--- config.mk ---
export PLATFORM = sky130hd
export DESIGN_NAME = double_ended_queue_unit
export DESIGN_NICKNAME = d
export VERILOG_FILES = /design/src/design/dq_pkg.sv /design/src/design/dq_datapath.sv /design/src/design/dq_ctrl.sv /design/src/design/double_ended_queue_unit.sv
export SDC_FILE = /design/constraint.sdc
export NUM_CORES = 2
export LEC_CHECK = 0
export ABC_AREA = 1
export BUFFER_PORTS_ARGS = -buffer_cell sky130_fd_sc_hd__buf_2
export CAP_MARGIN = 40
export CORE_MARGIN = 8
export CORE_UTILIZATION = 25
export CTS_CLUSTER_DIAMETER = 120
export CTS_CLUSTER_SIZE = 8
export DETAILED_ROUTE_END_ITERATION = 8
export PLACE_DENSITY = 0.36
export SLEW_MARGIN = 30
export SYNTH_ARGS = -nofsm -noshare
export SYNTH_HDL_FRONTEND = slang
export SYNTH_SLANG_ARGS = --single-unit
export TNS_END_PERCENT = 20
--- constraint.sdc ---
create_clock -name clk -period 5.1 [get_ports clk]
set_input_delay 1.02 -clock clk [delete_from_list [all_inputs] [get_ports clk]]
set_output_delay 1.02 -clock clk [all_outputs]
set_load 0.01 [all_outputs]
--- src/design/dq_pkg.sv ---
// Shared constants, codes and control/status types for the double-ended queue unit.
`default_nettype none
package dq_pkg;

  localparam int DEPTH = 64;
  localparam int IDX_W = (DEPTH > 1) ? $clog2(DEPTH) : 1;
  localparam int CNT_W = $clog2(DEPTH + 1);

  localparam logic [2:0] CMD_PUSH_FRONT = 3'd0;
  localparam logic [2:0] CMD_PUSH_BACK  = 3'd1;
  localparam logic [2:0] CMD_POP_FRONT  = 3'd2;
  localparam logic [2:0] CMD_POP_BACK   = 3'd3;
  localparam logic [2:0] CMD_DUMP_FWD   = 3'd4;
  localparam logic [2:0] CMD_DUMP_BWD   = 3'd5;

  localparam logic [1:0] STATUS_OK    = 2'd0;
  localparam logic [1:0] STATUS_EMPTY = 2'd1;
  localparam logic [1:0] STATUS_FULL  = 2'd2;

  typedef enum logic {
    ST_IDLE,
    ST_DUMP
  } state_t;

  // Commands from the controller to the datapath.
  typedef struct packed {
    logic       push_front;
    logic       push_back;
    logic       pop_front;
    logic       pop_back;
    logic       dump_start;
    logic       dump_back;
    logic       rd_en;
    logic       load_status;
    logic [1:0] status_code;
    logic       load_item;
    logic       item_last;
  } dq_cmd_t;

  // Status from the datapath to the controller.
  typedef struct packed {
    logic empty;
    logic full;
    logic out_free;
    logic rd_done;
    logic rd_last;
  } dq_stat_t;

endpackage
`default_nettype wire

--- src/design/dq_datapath.sv ---
// Datapath of the double-ended queue: element memory, indices, read sequencer and output register.
`default_nettype none
module dq_datapath import dq_pkg::*; (
  input  wire logic               clk,
  input  wire logic               rst,
  input  wire dq_cmd_t            ctl,
  input  wire logic signed [31:0] value,
  input  wire logic               out_stall,
  output dq_stat_t                st,
  output logic                    out_valid,
  output logic signed [31:0]      item_value,
  output logic [1:0]              status,
  output logic                    last,
  output logic [CNT_W-1:0]        fill
);

  logic [31:0]      mem [DEPTH];
  logic [31:0]      rdata;
  logic [IDX_W-1:0] front_index;
  logic [IDX_W-1:0] front_index_next;
  logic [CNT_W-1:0] fill_count;
  logic [CNT_W-1:0] fill_count_next;
  logic [CNT_W-1:0] rd_idx;
  logic             dump_back;
  logic             item_pending;

  logic [IDX_W-1:0] wr_addr;
  logic [IDX_W-1:0] rd_addr;
  logic [IDX_W-1:0] front_dec;
  logic [IDX_W-1:0] front_inc;
  logic [CNT_W-1:0] rd_off;

  // Index of the slot at a given offset from the front, both below DEPTH.
  function automatic logic [IDX_W-1:0] slot_at(input logic [IDX_W-1:0] base,
                                               input logic [CNT_W-1:0] off);
    logic [CNT_W:0] sum;
    sum = (CNT_W + 1)'(base) + (CNT_W + 1)'(off);
    if (sum >= (CNT_W + 1)'(DEPTH)) begin
      sum = sum - (CNT_W + 1)'(DEPTH);
    end
    return sum[IDX_W-1:0];
  endfunction

  always_comb begin
    front_dec = (front_index == '0) ? IDX_W'(DEPTH - 1) : front_index - IDX_W'(1);
    front_inc = (front_index == IDX_W'(DEPTH - 1)) ? '0 : front_index + IDX_W'(1);
    wr_addr   = ctl.push_front ? front_dec : slot_at(front_index, fill_count);
    rd_off    = dump_back ? (fill_count - CNT_W'(1) - rd_idx) : rd_idx;
    rd_addr   = slot_at(front_index, rd_off);
  end

  always_comb begin
    front_index_next = front_index;
    fill_count_next  = fill_count;
    if (ctl.push_front) begin
      front_index_next = front_dec;
      fill_count_next  = fill_count + CNT_W'(1);
    end else if (ctl.push_back) begin
      fill_count_next  = fill_count + CNT_W'(1);
    end else if (ctl.pop_front) begin
      front_index_next = front_inc;
      fill_count_next  = fill_count - CNT_W'(1);
    end else if (ctl.pop_back) begin
      fill_count_next  = fill_count - CNT_W'(1);
    end
  end

  always_ff @(posedge clk) begin
    if (rst) begin
      front_index <= '0;
      fill_count  <= '0;
    end else begin
      front_index <= front_index_next;
      fill_count  <= fill_count_next;
    end
  end

  always_ff @(posedge clk) begin
    if (ctl.push_front || ctl.push_back) begin
      mem[wr_addr] <= value;
    end
  end

  always_ff @(posedge clk) begin
    if (ctl.rd_en) begin
      rdata <= mem[rd_addr];
    end
  end

  always_ff @(posedge clk) begin
    if (rst) begin
      rd_idx    <= '0;
      dump_back <= 1'b0;
    end else if (ctl.dump_start) begin
      rd_idx    <= '0;
      dump_back <= ctl.dump_back;
    end else if (ctl.rd_en) begin
      rd_idx    <= rd_idx + CNT_W'(1);
    end
  end

  always_ff @(posedge clk) begin
    if (rst) begin
      out_valid <= 1'b0;
    end else if (ctl.load_status || ctl.load_item) begin
      out_valid <= 1'b1;
    end else if (!out_stall) begin
      out_valid <= 1'b0;
    end
  end

  always_ff @(posedge clk) begin
    if (ctl.load_status) begin
      item_value <= '0;
      status     <= ctl.status_code;
      last       <= 1'b1;
      fill       <= fill_count_next;
    end else if (ctl.load_item) begin
      item_value <= rdata;
      status     <= STATUS_OK;
      last       <= ctl.item_last;
      fill       <= fill_count;
    end
  end

  always_comb begin
    st.empty    = (fill_count == '0);
    st.full     = (fill_count >= CNT_W'(DEPTH));
    st.out_free = !out_valid || !out_stall;
    st.rd_done  = (rd_idx == fill_count);
    st.rd_last  = (rd_idx == fill_count - CNT_W'(1));
  end

  assign item_pending = ctl.load_status || ctl.load_item;

`ifndef NO_ASSERTIONS
  a_fill_bound: assert property (@(posedge clk) disable iff (rst)
    fill_count <= CNT_W'(DEPTH))
    else $error("fill count above depth");
  a_front_bound: assert property (@(posedge clk) disable iff (rst)
    front_index <= IDX_W'(DEPTH - 1))
    else $error("front index out of range");
  a_no_overwrite: assert property (@(posedge clk) disable iff (rst)
    item_pending |-> (!out_valid || !out_stall))
    else $error("output register loaded while holding a stalled transaction");
  a_no_push_full: assert property (@(posedge clk) disable iff (rst)
    (ctl.push_front || ctl.push_back) |-> !st.full)
    else $error("push onto a full store");
  a_no_overread: assert property (@(posedge clk) disable iff (rst)
    ctl.rd_en |-> !st.rd_done)
    else $error("dump read beyond the stored count");
`endif

endmodule
`default_nettype wire

--- src/design/dq_ctrl.sv ---
// Controller state machine of the double-ended queue: command decode and dump sequencing.
`default_nettype none
module dq_ctrl import dq_pkg::*; (
  input  wire logic       clk,
  input  wire logic       rst,
  input  wire logic       in_valid,
  input  wire logic [2:0] cmd,
  input  wire dq_stat_t   st,
  output logic            in_stall,
  output dq_cmd_t         ctl
);

  state_t state;
  state_t state_next;
  logic   pend;
  logic   pend_next;
  logic   pend_last;
  logic   pend_last_next;
  logic   accept;
  logic   move;
  logic   issue;

  always_comb begin
    accept = (state == ST_IDLE) && in_valid && st.out_free;
    move   = (state == ST_DUMP) && pend && st.out_free;
    issue  = (state == ST_DUMP) && !st.rd_done && (!pend || move);
  end

  always_comb begin
    state_next = state;
    case (state)
      ST_IDLE: begin
        if (accept && (cmd inside {CMD_DUMP_FWD, CMD_DUMP_BWD}) && !st.empty) begin
          state_next = ST_DUMP;
        end
      end
      ST_DUMP: begin
        if (move && pend_last) begin
          state_next = ST_IDLE;
        end
      end
      default: state_next = ST_IDLE;
    endcase
  end

  always_comb begin
    ctl            = '0;
    ctl.status_code = STATUS_OK;
    in_stall       = 1'b1;
    pend_next      = pend;
    pend_last_next = pend_last;
    case (state)
      ST_IDLE: begin
        in_stall = !st.out_free;
        if (accept) begin
          ctl.load_status = 1'b1;
          case (cmd)
            CMD_PUSH_FRONT, CMD_PUSH_BACK: begin
              if (st.full) begin
                ctl.status_code = STATUS_FULL;
              end else begin
                ctl.push_front = (cmd == CMD_PUSH_FRONT);
                ctl.push_back  = (cmd == CMD_PUSH_BACK);
              end
            end
            CMD_POP_FRONT, CMD_POP_BACK: begin
              if (st.empty) begin
                ctl.status_code = STATUS_EMPTY;
              end else begin
                ctl.pop_front = (cmd == CMD_POP_FRONT);
                ctl.pop_back  = (cmd == CMD_POP_BACK);
              end
            end
            CMD_DUMP_FWD, CMD_DUMP_BWD: begin
              if (st.empty) begin
                ctl.status_code = STATUS_EMPTY;
              end else begin
                ctl.load_status = 1'b0;
                ctl.dump_start  = 1'b1;
                ctl.dump_back   = (cmd == CMD_DUMP_BWD);
              end
            end
            default: ctl.status_code = STATUS_OK;
          endcase
        end
      end
      ST_DUMP: begin
        ctl.load_item = move;
        ctl.item_last = pend_last;
        ctl.rd_en     = issue;
        if (issue) begin
          pend_next      = 1'b1;
          pend_last_next = st.rd_last;
        end else if (move) begin
          pend_next      = 1'b0;
        end
      end
      default: in_stall = 1'b1;
    endcase
  end

  always_ff @(posedge clk) begin
    if (rst) begin
      state     <= ST_IDLE;
      pend      <= 1'b0;
      pend_last <= 1'b0;
    end else begin
      state     <= state_next;
      pend      <= pend_next;
      pend_last <= pend_last_next;
    end
  end

`ifndef NO_ASSERTIONS
  a_idle_clean: assert property (@(posedge clk) disable iff (rst)
    (state == ST_IDLE) |-> !pend)
    else $error("element left pending after a dump");
  a_dump_stalls: assert property (@(posedge clk) disable iff (rst)
    (state == ST_DUMP) |-> in_stall)
    else $error("input open during a dump");
  a_last_exit: assert property (@(posedge clk) disable iff (rst)
    (ctl.load_item && ctl.item_last) |=> (state == ST_IDLE))
    else $error("dump did not end on its last element");
`endif

endmodule
`default_nettype wire

--- src/design/double_ended_queue_unit.sv ---
// Top level of the double-ended queue unit: joins the controller and the datapath.
`default_nettype none
// A bounded double-ended queue of up to 64 signed 32-bit values kept in a circular
// memory with a front index and a fill count. Each input transaction carries a command:
// push front or back, pop front or back, dump front-to-back or back-to-front. Pushes,
// pops and unknown commands give one result transaction with item_value zero, a status
// (ok, empty, or full with the push dropped), last set, and the fill after the command.
// A dump gives one result per stored element, last set on the final one, or a single
// empty status when nothing is stored. Timing: a push, pop or unknown command is
// accepted whenever the output register is free or being drained, so such commands
// stream at one per cycle. A dump keeps in_stall high until its last element is loaded
// into the output register: each element is first read through the memory's registered
// read port, and elements then leave at one per cycle while out_stall is
// low. The output register lets a new command be taken while the previous result still
// waits, as long as that result leaves in the same cycle. The memory needs no clearing
// after reset, since only entries holding queued elements are ever read.
module double_ended_queue_unit import dq_pkg::*; (
  input  wire logic               clk,
  input  wire logic               rst,
  input  wire logic               in_valid,
  output logic                    in_stall,
  input  wire logic [2:0]         cmd,
  input  wire logic signed [31:0] value,
  output logic                    out_valid,
  input  wire logic               out_stall,
  output logic signed [31:0]      item_value,
  output logic [1:0]              status,
  output logic                    last,
  output logic [CNT_W-1:0]        fill
);

  // Commands flow from the controller, status returns from the datapath.
  dq_cmd_t  ctl;
  dq_stat_t st;

  dq_ctrl u_ctrl (
    .clk      (clk),
    .rst      (rst),
    .in_valid (in_valid),
    .cmd      (cmd),
    .st       (st),
    .in_stall (in_stall),
    .ctl      (ctl)
  );

  dq_datapath u_datapath (
    .clk        (clk),
    .rst        (rst),
    .ctl        (ctl),
    .value      (value),
    .out_stall  (out_stall),
    .st         (st),
    .out_valid  (out_valid),
    .item_value (item_value),
    .status     (status),
    .last       (last),
    .fill       (fill)
  );

endmodule
`default_nettype wire
# Word level (Yosys, flattened, before mapping)
# Memory sizes are Yosys's and may differ from the RTL's. A register that Yosys moved wholly into a read port is not among the register bits.
# Cells that the tools add are included.
[word_totals]
regBits = 67
ram_bits = 2048
out_inout_bits = 44
word_cells = 115
mem_count = 1
[mem_list]
columns = ["name", "words", "word_bits", "rd", "rd_ports_with_merged_regs", "wr", "line_no", "rtl"]
rows = [
  ["u_datapath.mem", 64, 32, 1, 1, 1, "dq_datapath.sv:17", "logic [31:0] mem [DEPTH];"],
]
[classes]
n_addsub = 10
magnitude_cmp = 3
eq_ne = 10
muxes = 44
n_bitwise = 1
n_reduce_logical = 34
[ops]
columns = ["cell", "count"]
rows = [
  ["$mux 6", 10],
  ["$mux 7", 7],
  ["$mux 2", 10],
  ["$sub 6x1->6 const B", 3],
  ["$add 6x7->8", 2],
  ["$ge 8x7->1 const B", 2],
  ["$add 7x1->7 const B", 2],
  ["$eq 7x7->1", 2],
  ["$mux 1", 13],
  ["$logic_and 1x1->1", 9],
  ["$reduce_bool 2->1", 4],
  ["$reduce_or 2->1", 4],
  ["$ge 7x7->1 const B", 1],
  ["$logic_not 7->1", 1],
  ["$sub 7x1->7 const B", 1],
  ["$sub 7x7->7", 1],
  ["$add 6x1->6 const B", 1],
  ["$eq 3x2->1 const B", 2],
  ["$eq 3x3->1 const B", 2],
  ["$eq 6x6->1 const B", 1],
  ["$logic_not 1->1", 6],
  ["$logic_not 6->1", 1],
  ["$mux 3", 2],
  ["$reduce_and 2->1", 3],
  ["8 further kinds", 12],
]

# Longest topological paths before layout
[depth]
word_depth = 10
mapped_depth = 22

# Hierarchy
# A second synthesis with hierarchy kept.
[hier_totals]
hier_cells = 7016
hier_area_um2 = 86088.8
[modules_own_cells]
columns = ["module", "instances", "cells_each", "area_per_inst_um2"]
rows = [
  ["dq_datapath", 1, 6969, 85821.1],
  ["dq_ctrl", 1, 47, 267.8],
]

# Worst setup path after synthesis
# OpenSTA, ideal clock, no wires.
[synth_path]
path_type = "input-to-reg"
startpoint = "input port out_stall"
endpoint = "memory u_datapath.mem[2][0], enable pin"
arrival_time_ps = 4327
slack_ps = 312
path_stages = 10
path_buffers = 1
cell_sequence = "nand2_1 > nand3_2 > nor2_2 > buf_4 > nand2_1 > nand2_1 > inv_1 > nor2_1 > nand2_1 > nor3_1"
[synth_between]
elab_chain_len = 8
[synth_rtl]
columns = ["item", "line_no", "rtl"]
rows = [
  ["start: declaration", "double_ended_queue_unit.sv:25", "input wire logic out_stall,"],
  ["$logic_not 1->1 *", "-", ""],
  ["$logic_or 1x1->1 *", "dq_datapath.sv:129", "st.out_free = !out_valid || !out_stall;"],
  ["$logic_and 1x1->1 *", "dq_ctrl.sv:24", "accept = (state == ST_IDLE) && in_valid && st.out_free;"],
  ["$mux 6 *", "dq_ctrl.sv:55", "if (accept) begin"],
  ["$mux 6 *", "dq_ctrl.sv:52", "case (state)"],
  ["$logic_or 1x1->1", "dq_datapath.sv:79", "if (ctl.push_front || ctl.push_back) begin"],
  ["$mux 1", "dq_datapath.sv:79", ""],
  ["$mux 1 (not written as such)", "dq_datapath.sv:80", "mem[wr_addr] <= value;"],
  ["end: declaration", "dq_datapath.sv:17", ""],
]
# Mark *: on every way between the ends. The rest lies on a longest branch, timed or not.

# Worst setup path in the final report
[layout_path]
startpoint = "register u_datapath.fill_count[0]"
endpoint = "register u_datapath.rdata[4] (read register of u_datapath.mem), data pin"
[layout_between]
elab_chain_len = 6
[layout_rtl]
columns = ["item", "line_no", "rtl"]
rows = [
  ["start: declaration", "dq_datapath.sv:21", "logic [CNT_W-1:0] fill_count;"],
  ["start signal: assignment", "dq_datapath.sv:74", "fill_count <= fill_count_next;"],
  ["$sub 7x1->7", "dq_datapath.sv:48", "rd_off = dump_back ? (fill_count - CNT_W'(1) - rd_idx) : rd_idx;"],
  ["$sub 7x7->7", "dq_datapath.sv:48", ""],
  ["$mux 7", "dq_datapath.sv:48", ""],
  ["$add 6x7->8", "dq_datapath.sv:37", "sum = (CNT_W + 1)'(base) + (CNT_W + 1)'(off);"],
  ["$ge 8x7->1 / $sub 6x1->6 (equally long branches)", "dq_datapath.sv:38, dq_datapath.sv:39", ""],
  ["$mux 6", "dq_datapath.sv:38", "if (sum >= (CNT_W + 1)'(DEPTH)) begin"],
  ["end: declaration", "dq_datapath.sv:18", "logic [31:0] rdata;"],
]
# Parallel ways exist; a longest one is shown, timed or not.
# A chain may end at the register's enable or synchronous reset.

==> results.toml <==
[worst_setup_path]
worst-r2r-cell-count = 19
critPathKind = "register to register"
crit_top_cell = "nand2_1"
setup.worst_path.start_class = "register"
max_stage_delay_ps = 980
end_kind = "register"
cp.arrival_ps = 5680
required_ps = 5810
cp_cell_sequence = "inv_1, ha_1, inv_1, fa_1, nand2_1, o21ai_0, fa_4, buf_4, buf_12, buf_12, buf_4, o21ai_0, o22ai_1, nand2_1, nand3_1, nand3_1, nand2_1, nand2_1, nand2_1"
crit_slowest_cell = "fa_4"
path_max_fanout = 15
r2r_slack_ps = 130

[timing]
finalSetupViolCount = 0
max_slew_margin_pct = 37.2
timing.fmax_ghz = 0.201
worst_pin_slew_ps = 942
hold_viol = 0
rsz0062_at_grt = "no"
setup_tns_ps = 0
hold_ws_ps = 458
finalClockSkew_ps = 64.8
slew_violations = 0
setup_slack_ps = 128
fin_crit_sh_pct = 97.5
fin_crit_ps = 4970

[floorplan]
coreArea_mm2 = 0.343
die_h_um = 603
std_cell_rows = 215
start_util_pct = 25.1
dieWidth_um = 603
dieArea_mm2 = 0.363
pin_count = 83

[logic_synthesis]
yosys_register_bits = 2147
synth.avg_cell_area_um2 = 12.3
synthCells = 7003
synth_cell_type_count = 40
synth_area_mm2 = 0.0861
yosysSeqAreaShare_pct = 74.2
yosys_warnings = 0
syn-num-nets = 7066

[clock_network]
ctsHtreeMaxLevel = 5
clock-sinks = 2147
root_buffer = "clkbuf_16"
cts_tree = "built"
clock_latency_ps = 850
cts_made_buffers = 310
cts_buffer_depth = 4
clk_pin_slew_worst_paths_ps = 50

[drt]
ant_nets = 0
vias = 57800
wl_per_cell_um = 26.9
first_pass_iters = 5
vias_per_cell = 4.84
drc = 0
drtIter0Drc = 5255
drt_wl_total_mm = 321

[placed_design]
routabilityCongestion = 0.766
place.detailed.hpwl_mm = 191
dp_slack_ps = -153
numPortBuffers = 82
dpl-instance-area_mm2 = 0.0954

[hold_path]
holdPathStages = 2
min_path_type = "register to register"

[power]
ir_drop_v = 0.000225
power_leakage_nw = 34.4
power_mw = 44.4
p_per_area_mw_per_mm2 = 428

[grt]
grt_pass1_vias = 56600
track_usage_pct = 17.0
grt_pass1_wl_mm = 449
globalRouteOverflowTotal = 0
grt_start_max_net_pins = 126
antenna_found_initial = 33

[layout]
layout_common_cells = "edfxtp_1, nor2_1, o21ai_0"
fillers = 34600
layout.nets = 7396
stdcell_area_mm2 = 0.104
layout_commonest_cell = "edfxtp_1"
area_growth_pct = 20.5
drive_gt1_share_pct = 12.3

[run_status]
status = "finished clean"

[flow_run]
maxCapViolCount = 0
[critical path: cells and delay by family, from the launching register on]
kind | cells | cell delay (ps)
AO/OA/AOI/OAI | 3 | 440
buffers and inverters | 6 | 1080
flip-flops | 1 | 390
adder cells (fa/ha/maj) | 3 | 1730
AND/OR/NAND/NOR | 7 | 1140
[worst paths after layout]
| path | startpoint | endpoint |
|---|---|---|
| setup / recovery | u_datapath.fill_count[0] | u_datapath.rdata[4] |
| hold reg to reg | u_datapath.item_value[10] | u_datapath.item_value[10] |
| setup reg to reg | u_datapath.fill_count[0] | u_datapath.rdata[4] |
| hold / removal | u_datapath.item_value[10] | u_datapath.item_value[10] |
[layout make-up]
cell class	count	area, µm²	share of cell area (%)
Tap cell	4557	5700	5.50
Clock inverter	12	153	0.147
Sequential cell	2147	63900	61.6
Inverter	65	289	0.279
Multi-Input combinational cell	4330	20300	19.6
Timing Repair Buffer	479	5370	5.18
Clock buffer	346	8020	7.73
Antenna cell	11	27.5	0.0265
[metal layers]
metal | part of all wire (%) | global-route usage, % | vias to the layer above
met4 | 1.9 | 3.41 | 4
met1 | 47 | 24.7 | 29900
met2 | 45 | 27.0 | 1633
met5 | 0.0065 | 0 | -
met3 | 5.6 | 2.52 | 378
li1 | - | - | 25900
[registers in the layout, summed over array words and instances, names as in the netlist, 2 cells and up]
name                    count
u_datapath.front_index      6
u_datapath.fill             7
u_datapath.rd_idx           7
u_datapath.status           2
u_datapath.item_value      32
u_datapath.mem           2048
u_datapath.rdata           32
u_datapath.fill_count       7
[where the power goes]
part | internal, mW | switching (mW) | total (mW)
Combinational | 1.81 | 4.67 | 6.48
Clock | 10.9 | 7.41 | 18.4
Sequential | 19.5 | 0.0462 | 19.5
Total | 32.2 | 12.1 | 44.4
[cells by family after synthesis]
kind of cell               after synthesis  share of synthesized area [%]
DFF                                   2147                           74.2
and+or+nand+nor                       2679                           12.5
xor gates and xnor gates                25                          0.263
AOI/OAI and AO/OA                     1602                           9.81
adders and majority gates               24                          0.375
buffers and inverters                  526                           2.89
[repair_timing]
item	4_1_cts	5_1_grt
gates cloned	0	0
hold buffers	0	0
endpoints found under the setup margin	5	25
pin swaps	1	1
gates resized for setup	3	10
buffers inserted	2	1
[stage by stage]
stage          util (%)  cells
3_5_place_dp       27.8  11600
6_report           30.2  11900
4_1_cts            30.2  11900
3_3_place_gp       27.7  11600
2_1_floorplan         -   7003
5_1_grt            30.2  11900
[synth_stat cells (all sizes together)]
| master | instances | area share [%] |
|---|---|---|
| edfxtp | 2089 | 73 |
| nor2 | 1334 | 5.8 |
| o21ai | 1204 | 7.0 |
| nand2 | 864 | 3.8 |
| nand3 | 448 | 2.6 |
| o22ai | 321 | 2.3 |
| buf | 238 | 1.6 |
| clkbuf | 223 | 0.97 |
| a21oi | 68 | 0.40 |
| inv | 64 | 0.28 |
| dfxtp | 58 | 1.3 |
| ha | 21 | 0.31 |
| xor2 | 17 | 0.17 |
| nor3 | 14 | 0.081 |
| nand4 | 10 | 0.073 |
| xnor2 | 8 | 0.090 |
| a31oi | 5 | 0.044 |
| o211ai | 4 | 0.035 |
| fa | 3 | 0.070 |
| nor4 | 3 | 0.022 |
| nand3b | 2 | 0.017 |
| or2 | 2 | 0.015 |
| and2 | 1 | 0.0073 |
| and3 | 1 | 0.0073 |
| clkinv | 1 | 0.0044 |
Power figures use the tool's default switching activity.
